$ cat src/rtl/core/lcdw_pkg.sv
// Shared types and codes for the character LCD bus write sequencer.
package lcdw_pkg;

	localparam int unsigned CfgDataW = 16;
	localparam int unsigned CfgIdxW  = 2;

	// operation codes
	localparam logic [1:0] OP_TICK   = 2'd0;
	localparam logic [1:0] OP_CMD    = 2'd1;
	localparam logic [1:0] OP_DATA   = 2'd2;
	localparam logic [1:0] OP_CURSOR = 2'd3;

	// configuration register indexes
	localparam logic [CfgIdxW-1:0] REG_FOUR_BIT  = 2'd0;
	localparam logic [CfgIdxW-1:0] REG_ROW_COUNT = 2'd1;
	localparam logic [CfgIdxW-1:0] REG_WAIT      = 2'd2;
	localparam logic [CfgIdxW-1:0] REG_SET_ADDR  = 2'd3;

	// row count modes
	localparam logic [1:0] ROWS_ONE = 2'd0;
	localparam logic [1:0] ROWS_TWO = 2'd1;

	// DDRAM row start addresses
	localparam logic [7:0] ROW0_OFFSET = 8'h00;
	localparam logic [7:0] ROW1_OFFSET = 8'h40;
	localparam logic [7:0] ROW2_OFFSET = 8'h10;
	localparam logic [7:0] ROW3_OFFSET = 8'h50;

	// bus sequence steps
	localparam logic [2:0] STEP_IDLE    = 3'd0;
	localparam logic [2:0] STEP_SET_RS  = 3'd1;
	localparam logic [2:0] STEP_EN_HI   = 3'd2;
	localparam logic [2:0] STEP_HI_NIB  = 3'd3;
	localparam logic [2:0] STEP_EN_LO   = 3'd4;
	localparam logic [2:0] STEP_EN_HI2  = 3'd5;
	localparam logic [2:0] STEP_LO_NIB  = 3'd6;
	localparam logic [2:0] STEP_EN_LO2  = 3'd7;

	typedef struct packed {
		logic [1:0] operation;
		logic [7:0] byte_value;
		logic [1:0] row;
		logic [5:0] column;
	} lcdw_in_t;

	typedef struct packed {
		logic       register_select;
		logic       enable_pin;
		logic [7:0] data_pins;
		logic       busy_res;
		logic       rejected;
	} lcdw_out_t;

	typedef struct packed {
		logic        four_bit_mode;
		logic [1:0]  row_count_mode;
		logic [15:0] wait_ticks;
		logic [7:0]  set_address_command;
	} lcdw_cfg_t;

endpackage

$ cat src/rtl/core/lcdw_seq.sv
// Bus step engine: sequence state and the per-word state update.
module lcdw_seq (
	input  logic              clk,
	input  logic              arst_n,
	input  logic              step_en,
	input  lcdw_pkg::lcdw_in_t  item,
	input  lcdw_pkg::lcdw_cfg_t cfg,
	output lcdw_pkg::lcdw_out_t res
);
	import lcdw_pkg::*;

	logic [2:0]  step_q;
	logic [15:0] wait_q;
	logic [7:0]  byte_q;
	logic        busy_q;
	logic        rs_q;
	logic        en_q;
	logic [7:0]  pins_q;

	logic [2:0]  step_d;
	logic [15:0] wait_d;
	logic [7:0]  byte_d;
	logic        busy_d;
	logic        rs_d;
	logic        en_d;
	logic [7:0]  pins_d;
	logic        rej_d;

	logic [15:0] load_wait;
	logic [15:0] wait_dec;
	logic        row_ok;
	logic [7:0]  row_off;
	logic [7:0]  cur_addr;
	logic [2:0]  last_step;

	assign load_wait = (cfg.wait_ticks == '0) ? 16'd1 : cfg.wait_ticks;
	assign wait_dec  = (wait_q != '0) ? wait_q - 16'd1 : wait_q;
	assign last_step = cfg.four_bit_mode ? STEP_EN_LO2 : STEP_EN_LO;

	always_comb begin
		case (cfg.row_count_mode)
			ROWS_ONE: row_ok = (item.row == 2'd0);
			ROWS_TWO: row_ok = ~item.row[1];
			default:  row_ok = 1'b1;
		endcase
		case (item.row)
			2'd0:    row_off = ROW0_OFFSET;
			2'd1:    row_off = ROW1_OFFSET;
			2'd2:    row_off = ROW2_OFFSET;
			default: row_off = ROW3_OFFSET;
		endcase
		cur_addr = row_ok ? row_off + {2'b00, item.column} : 8'h00;
	end

	always_comb begin
		step_d = step_q;
		wait_d = wait_q;
		byte_d = byte_q;
		busy_d = busy_q;
		rs_d   = rs_q;
		en_d   = en_q;
		pins_d = pins_q;
		rej_d  = 1'b0;
		if (item.operation == OP_TICK) begin
			if (busy_q) begin
				wait_d = wait_dec;
				if (wait_dec == '0) begin
					if (step_q >= last_step) begin
						busy_d = 1'b0;
						step_d = STEP_IDLE;
					end else begin
						step_d = step_q + 3'd1;
						wait_d = load_wait;
						case (step_d)
							STEP_EN_HI:  en_d = 1'b1;
							STEP_HI_NIB: pins_d = cfg.four_bit_mode ?
								{byte_q[7:4], pins_q[3:0]} : byte_q;
							STEP_EN_LO:  en_d = 1'b0;
							STEP_EN_HI2: en_d = 1'b1;
							STEP_LO_NIB: pins_d = {byte_q[3:0], pins_q[3:0]};
							STEP_EN_LO2: en_d = 1'b0;
							default:     ;
						endcase
					end
				end
			end
		end else if (busy_q) begin
			rej_d = 1'b1;
		end else begin
			byte_d = (item.operation == OP_CURSOR) ?
				(cfg.set_address_command | cur_addr) : item.byte_value;
			rs_d   = (item.operation == OP_DATA);
			busy_d = 1'b1;
			step_d = STEP_SET_RS;
			wait_d = load_wait;
		end
	end

	always_ff @(posedge clk or negedge arst_n) begin
		if (!arst_n) begin
			step_q <= STEP_IDLE;
			wait_q <= '0;
			byte_q <= '0;
			busy_q <= 1'b0;
			rs_q   <= 1'b0;
			en_q   <= 1'b0;
			pins_q <= '0;
		end else if (step_en) begin
			step_q <= step_d;
			wait_q <= wait_d;
			byte_q <= byte_d;
			busy_q <= busy_d;
			rs_q   <= rs_d;
			en_q   <= en_d;
			pins_q <= pins_d;
		end
	end

	assign res.register_select = rs_d;
	assign res.enable_pin      = en_d;
	assign res.data_pins       = pins_d;
	assign res.busy_res        = busy_d;
	assign res.rejected        = rej_d;

endmodule

$ cat src/rtl/core/char_lcd_bus_write_sequencer.sv
// Top level of the character LCD bus write sequencer.
//
//  channel  dir  handshake            payload
//  in       in   in_valid/in_ready    in_item  (operation, byte, row, column)
//  out      out  out_valid/out_ready  out_item (RS, EN, data pins, busy, rejected)
//  cfg      in   cfg_valid/cfg_ready  cfg_index, cfg_data
//
// One word per cycle sustained while the output is not stalled; each word passes the input
// register, then the step engine updates its state and loads the result register.
// Result valid rises when the word advances from the input register into the result
// register; the step engine is the only state loop and resolves one word per cycle
// while the output is not stalled.
// Reset clears the sequence (idle, pins low) and loads the register defaults.
// A stalled output holds the input register; cfg_ready is always high.
module char_lcd_bus_write_sequencer (
	input  logic                              clk,
	input  logic                              arst_n,
	input  logic                              in_valid,
	output logic                              in_ready,
	input  lcdw_pkg::lcdw_in_t                in_item,
	output logic                              out_valid,
	input  logic                              out_ready,
	output lcdw_pkg::lcdw_out_t               out_item,
	input  logic                              cfg_valid,
	output logic                              cfg_ready,
	input  logic [lcdw_pkg::CfgIdxW-1:0]      cfg_index,
	input  logic [lcdw_pkg::CfgDataW-1:0]     cfg_data
);
	import lcdw_pkg::*;

	lcdw_cfg_t cfg_q;
	lcdw_in_t  item_s1;
	logic      valid_s1;
	logic      advance;
	lcdw_out_t res;

	assign cfg_ready = 1'b1;
	assign advance   = valid_s1 & (~out_valid | out_ready);
	assign in_ready  = ~valid_s1 | advance;

	always_ff @(posedge clk or negedge arst_n) begin
		if (!arst_n) begin
			cfg_q.four_bit_mode       <= 1'b1;
			cfg_q.row_count_mode      <= ROWS_TWO;
			cfg_q.wait_ticks          <= 16'd1;
			cfg_q.set_address_command <= 8'h80;
		end else if (cfg_valid) begin
			case (cfg_index)
				REG_FOUR_BIT:  cfg_q.four_bit_mode       <= cfg_data[0];
				REG_ROW_COUNT: cfg_q.row_count_mode      <= cfg_data[1:0];
				REG_WAIT:      cfg_q.wait_ticks          <= cfg_data;
				REG_SET_ADDR:  cfg_q.set_address_command <= cfg_data[7:0];
				default:       ;
			endcase
		end
	end

	always_ff @(posedge clk or negedge arst_n) begin
		if (!arst_n) begin
			valid_s1  <= 1'b0;
			out_valid <= 1'b0;
		end else begin
			if (in_ready)
				valid_s1 <= in_valid;
			if (advance)
				out_valid <= 1'b1;
			else if (out_ready)
				out_valid <= 1'b0;
		end
	end

	always_ff @(posedge clk) begin
		if (in_valid && in_ready)
			item_s1 <= in_item;
		if (advance)
			out_item <= res;
	end

	lcdw_seq u_seq (
		.clk     (clk),
		.arst_n  (arst_n),
		.step_en (advance),
		.item    (item_s1),
		.cfg     (cfg_q),
		.res     (res)
	);

endmodule
$ cat config.mk
export PLATFORM = sky130hd
export DESIGN_NAME = char_lcd_bus_write_sequencer
export DESIGN_NICKNAME = d
export VERILOG_FILES = /design/src/rtl/core/lcdw_pkg.sv /design/src/rtl/core/lcdw_seq.sv /design/src/rtl/core/char_lcd_bus_write_sequencer.sv
export SDC_FILE = /design/constraint.sdc
export NUM_CORES = 1
export LEC_CHECK = 0
export BUFFER_PORTS_ARGS = -buffer_cell sky130_fd_sc_hd__buf_2
export CAP_MARGIN = 20
export CORE_MARGIN = 2
export CORE_UTILIZATION = 55
export CTS_BUF_LIST = sky130_fd_sc_hd__clkbuf_4 sky130_fd_sc_hd__clkbuf_8
export DETAILED_ROUTE_END_ITERATION = 16
export GPL_TIMING_DRIVEN = 0
export PLACE_DENSITY = 0.84
export SETUP_SLACK_MARGIN = 0.15
export SLEW_MARGIN = 25
export SYNTH_ARGS = -nofsm -noshare
export SYNTH_HDL_FRONTEND = slang
export SYNTH_HIERARCHICAL = 1
export SYNTH_SLANG_ARGS = --single-unit
$ cat constraint.sdc
create_clock -name clk -period 5.15 [get_ports clk]
set_input_delay 0 -clock clk [delete_from_list [all_inputs] [get_ports clk]]
set_output_delay 0 -clock clk [all_outputs]
set_load 0.01 [all_outputs]
# Word level (Yosys, flattened, before mapping)
# Cells that the tools add are included.
# W data, S select, Z words.
# word_totals
reg_bits,97
input_bits,41
out_inout_bits,15
word_cells,107
# op_classes
addsub,3
n_lt_le_gt_ge,1
eq_ne,17
muxes,37
n_bitwise,9
reduce_logical,18
# op_table
op,n
$mux W16,7
$mux W8,6
$logic_not A16 Y1,2
$pmux W7 S3,1
$pmux W8 S2,1
$reduce_bool A16 Y1,1
$sub A16 B1 Y16 const B,1
$mux W3,5
$mux W1,13
$eq A3 B3 Y1 const B,4
$eq A2 B2 Y1 const B,5
$add A7 B6 Y8,1
$logic_not A2 Y1,4
$or A8 B8 Y8,1
$reduce_and A2 Y1,4
$eq A2 B1 Y1 const B,3
$eq A3 B2 Y1 const B,2
$reduce_and A3 Y1,2
$not A1 Y1,5
$mux W4,1
$ne A2 B2 Y1 const B,2
$pmux W1 S2,2
$reduce_and A4 Y1,1
$reduce_or A2 Y1,2
8 further kinds,9

# Longest topological paths before layout
# logic_depth
depth_word,8
mapped_depth,12
ltp_nobuf,9

# Cells and area by module
# The synthesis kept the hierarchy.
# by_module_without_submodules
mod,n_inst,cells_each,area_each_um2,seq_area_each_um2
lcdw_seq,1,364,3042.9,950.9
char_lcd_bus_write_sequencer,1,99,2079.5,1631.6

# Least setup slack after synthesis
# No wires, ideal clock.
# synth_path
path_kind,flip-flop to flip-flop
startpoint,register u_seq.wait_q[7]
endpoint,register out_item[10] (netlist name) (data pin)
setup_time_ns,0.251
arrival_ns,3.119
required_ns,4.899
setup_slack_ns,1.780
path_stages_with_launch,10
n_path_buf,2
synth_period_minus_slack_ns,3.370
cell_sequence,dfrtp_1 -> buf_6 -> or4_4 -> or4_4 -> or4_4 -> a32oi_4 -> nand4_4 -> nor2_1 -> mux2_2 -> buf_4
# synth_between
elab_chain_cells,6
word_cells_on_any_way,7
cone_classes,add/sub: 1; mux: 4; reduce/logical: 2
# synth_rtl
item,line_no,source
"start, declared",lcdw_seq.sv:13,logic [15:0] wait_q;
"start signal, assigned",lcdw_seq.sv:110,wait_q <= wait_d;
$sub A16 B1 Y16 / $reduce_bool A16 Y1 (equally long branches),lcdw_seq.sv:37,assign wait_dec = (wait_q != '0) ? wait_q - 16'd1 : wait_q;
$mux W16 (*),lcdw_seq.sv:37,
$logic_not A16 Y1 (*),lcdw_seq.sv:67,if (wait_dec == '0) begin
$mux W1 (*),lcdw_seq.sv:67,
$mux W1 (*),lcdw_seq.sv:65,if (busy_q) begin
$mux W1 (*),lcdw_seq.sv:64,if (item.operation == OP_TICK) begin
net u_seq.en_d,lcdw_seq.sv:25,logic en_d;
"end signal, assigned",char_lcd_bus_write_sequencer.sv:76,out_item <= res;
"end, declared",char_lcd_bus_write_sequencer.sv:23,"output lcdw_pkg::lcdw_out_t out_item,"
# Mark *: on every way through the listed nets, which the timed path passes. The rest lies on a longest branch.
# A chain may end at the register's enable or synchronous reset.

==> results list <==
- Critical path arrival: 4270 ps
* DRC violation count after routing: 0
- Via count of the first global-routing pass: 4233
* Internal power: 0.001355 W
- Final hold analysis gives a worst-case slack of 90.59 ps.
- The detailed router placed 4301 vias in this run.
- The worst hold path belongs to the class in2reg.
- The area growth from synthesis to layout is 20.37%.
- For this run, the share of the core covered by cells in the final layout is 0.6737.
- The first global-routing pass estimated 21.96 mm of wire.
- Root Buffer: sky130_fd_sc_hd__clkbuf_8
- Area taken by multi-input logic gates: 2337 um^2
- # fillers: 607
- Yosys printed 6 warnings.
- Sequential share of the synthesized area: 0.5042
- Final Hold Fails: 0
* Share of final-layout standard cells stronger than drive strength 1: 0.2570
- WL final: 13.71 mm
- Clock-pin slew on the worst setup and hold paths: 110 ps
- IR analysis of the VDD net gives a maximum drop of 0.2948 mV.
- Minimum period implied by the final worst setup slack: 4130 ps
* Number of enable flip-flop cells after synthesis: 30
- PortBufs: 54
- Endpoint required time on the critical path: 5290 ps
* Leak: 2.552 nW
* Worst slew margin relative to its limit: 0.2786
- Inserted Diodes: 0
- Number of standard cells in the layout, taps in and fillers out: 683
- The flow ran to the end, and the final reports show no timing, DRC or antenna violations.
- Distinct cell type count of the synthesized netlist: 69
- Overflow left after global routing: 0
* Max Fclk: 242.1 MHz
* Worst hold endpoint: cfg_q[26]
* Capturing element type of the critical path: register
- Flop-to-flop setup slack: 1020 ps
* Mean post-synth cell area: 11.06 um^2
* Estimated wirelength of the detail-placed design: 8.657 mm
- For this configuration, the core starts out at a cell density of 0.5597.
- In this run the most critical hold path is launched from cfg_index[0].
- Of the total power, the share spent switching nets is 0.3406.
- Setup tns final: 0 ps
- Synth Flop Type: sky130_fd_sc_hd__dfrtp_1
- Register area: 2582 um^2
* Die footprint: 10100 um^2
* First drt pass iteration count: 5
- Routed via count divided by cell count: 6.297
* Nets: 620
- Critical path fanouts, max: 10
- The worst register-to-register path ends at out_item[2].
* Async S/R FF share, synth: 0.6907
- Cell Area, Placed: 5560 um^2
* Clk_lat worst skew: 380 ps
- Cells after DPL: 629
- The initialized floorplan defines 35 standard-cell rows.
* Post-DRT Antenna Nets: 0
- Total track usage: 0.2822
- Startpoint-to-endpoint class of the critical path: reg2reg
- CTS tree: done
- The analysis attributes to net switching a power of 0.0007001 W.
* Seq cells post-synth: 97
- In the final routed layout, each cell accounts on average for 20.07 um.
- Post-Syn Nets: 516
- The congestion estimate from routability-driven global placement came to 0.9788.
- Vert. Die Dim: 100.5 um
- Synthesized netlist cell count: 463
- Between clock sinks in the finished design, the worst skew comes to 17.71 ps.
* Max-cap violations: 0
- The detailed router finished its first iteration with 517 violations.
- Entering global routing, the biggest net connects 39 pins.
- Setup repair after global routing left no endpoint under its margin.
* Sequential fraction of design power: 0.493
- Netlist area before placement: 5122 um^2
- Die X-Extent: 100.5 um
* Htree depth: 3
- Power spread over the standard cell area amounts to 333.4 nW/um^2.
- Share of power burned in combinational logic: 0.241
- In this run the count of I/O pins placed on the die edge is 56.
- In the finished design, the share of the clock period the worst path needs comes to 0.8019.
- Hold path cells: 3
- Startpoint of the worst-slack reg-to-reg timing path: u_seq/wait_q[12]
- Final standard cell area without fillers: 6166 um^2
- Element type at the critical path start: register
- The number of antenna violations at the first check in global routing was 0.
- Setup violations remaining at the end of the flow were counted as 0.
* Worst slew pin tran: 1072 ps
- CTS buffer count: 9
- Cell count of the worst reg-to-reg path: 9
- Max-slew violation count: 0
- The tree built by TritonCTS fans out to 97 sinks.
* Power share of the clock group: 0.266
* Core area: 9153 um^2
- Bufs on Longest Clock Path: 2
[power groups by stage]
stage	clock network, W	logic (W)	registers (W)
2_1_floorplan	0	0.000329	0.000985
3_5_place_dp	0	0.000448	0.00102
3_3_place_gp	0	0.000435	0.00101
6_report	0.000547	0.000495	0.00101
5_1_grt	0.000578	0.000537	0.00102
4_1_cts	0.000542	0.000475	0.00100
[registers in the layout (all words and copies together) (netlist names), 3 cells and up]
| signal | cells |
|---|---|
| cfg_q | 27 |
| item_s1 | 18 |
| out_item | 12 |
| u_seq/byte_q | 8 |
| u_seq/pins_q | 8 |
| u_seq/step_q | 3 |
| u_seq/wait_q | 16 |
[cells in the mapped netlist, drive strengths merged (7+ instances only)]
master | n | area share
nor3 | 18 | 0.021
mux2 | 39 | 0.093
dfrtp | 63 | 0.31
and2 | 7 | 0.0090
nand2 | 42 | 0.031
nand3 | 18 | 0.019
edfxtp | 30 | 0.18
inv | 16 | 0.012
nor4 | 12 | 0.016
ha | 12 | 0.029
nor2 | 26 | 0.020
o211ai | 10 | 0.021
a21oi | 23 | 0.022
o21ai | 27 | 0.026
nand4 | 8 | 0.016
a31oi | 9 | 0.011
buf | 12 | 0.019
clkbuf | 14 | 0.010
[timing repair]
action,4_1_cts,5_1_grt
hold buffers,38,0
endpoints found under the hold margin,111,0
gates resized for setup,0,0
buffers inserted,0,0
[layer usage]
layer	wire [um]	vias to the layer above	global-route usage
met3	1043	49	0.05132
li1	-	1929	-
met5	0	-	0
met4	425	0	0.1085
met2	6826	262	0.4724
met1	5409	2061	0.3676
[critical path, cell delays in order, from the launching register on]
cell	delay, ps
sky130_fd_sc_hd__dfrtp_1	370
sky130_fd_sc_hd__buf_2	180
sky130_fd_sc_hd__nor4_2	820
sky130_fd_sc_hd__and4_1	300
sky130_fd_sc_hd__buf_4	180
sky130_fd_sc_hd__nor2_1	70
sky130_fd_sc_hd__nor4_1	910
sky130_fd_sc_hd__nand4_4	340
sky130_fd_sc_hd__nor2_2	330
sky130_fd_sc_hd__mux2_2	380
[layout make-up]
class | count | area share
buffer | 26 | 0.02455
clock buffer | 9 | 0.02009
clock inverter | 7 | 0.01542
inverter | 17 | 0.01035
multi-input combinational | 323 | 0.3791
sequential | 97 | 0.4188
tap | 111 | 0.02252
timing repair buffer | 93 | 0.1092
[placed cells by master, fill, tap and decap left out, types with 6 or more instances in the layout]
cell / n
sky130_fd_sc_hd__clkbuf_1: 14
sky130_fd_sc_hd__nor4_1: 10
sky130_fd_sc_hd__nor2_1: 25
sky130_fd_sc_hd__nand2_1: 42
sky130_fd_sc_hd__o211ai_2: 7
sky130_fd_sc_hd__nand3_1: 17
sky130_fd_sc_hd__buf_2: 54
sky130_fd_sc_hd__mux2_4: 10
sky130_fd_sc_hd__dlygate4sd3_1: 38
sky130_fd_sc_hd__a31oi_1: 9
sky130_fd_sc_hd__dfrtp_1: 63
sky130_fd_sc_hd__nand4_1: 6
sky130_fd_sc_hd__clkbuf_8: 9
sky130_fd_sc_hd__and2_1: 6
sky130_fd_sc_hd__buf_4: 7
sky130_fd_sc_hd__mux2_2: 25
sky130_fd_sc_hd__nand2b_1: 6
sky130_fd_sc_hd__edfxtp_1: 30
sky130_fd_sc_hd__o21ai_0: 23
sky130_fd_sc_hd__a21oi_1: 23
sky130_fd_sc_hd__nor3_1: 16
sky130_fd_sc_hd__inv_1: 16
sky130_fd_sc_hd__ha_1: 12
[through the flow]
step                worst slack, ps  power (W)
floorplan                      1780   0.001314
global placement               1134   0.001447
detailed placement             1149   0.001465
CTS                            1127   0.002017
global route                  857.8   0.002139
finish                         1020   0.002055
[worst max path at each step]
| stage | end | slack, ps | cells past startpoint | startpoint |
|---|---|---|---|---|
| 2_1_floorplan | out_item[10] | 1780 | 9 | u_seq/wait_q[7] |
| 3_3_place_gp | out_item[4] | 1130 | 8 | u_seq/wait_q[4] |
| 3_5_place_dp | out_item[2] | 1150 | 9 | u_seq/wait_q[12] |
| 4_1_cts | out_item[2] | 1130 | 9 | u_seq/wait_q[12] |
| 5_1_grt | out_item[2] | 860 | 9 | u_seq/wait_q[12] |
| 6_report | out_item[2] | 1020 | 9 | u_seq/wait_q[12] |
[logic make-up after synthesis]
kind of cell,count (synthesis),synth area share
buf+inv,43,0.04201
xor+xnor,4,0.006841
simple gates,161,0.1759
compound gates,101,0.1383
mux,43,0.1009
flops,97,0.5042
fa+ha+maj,13,0.03126
other cells,1,0.0007321
No activity file was read; power rests on OpenSTA's default activity.
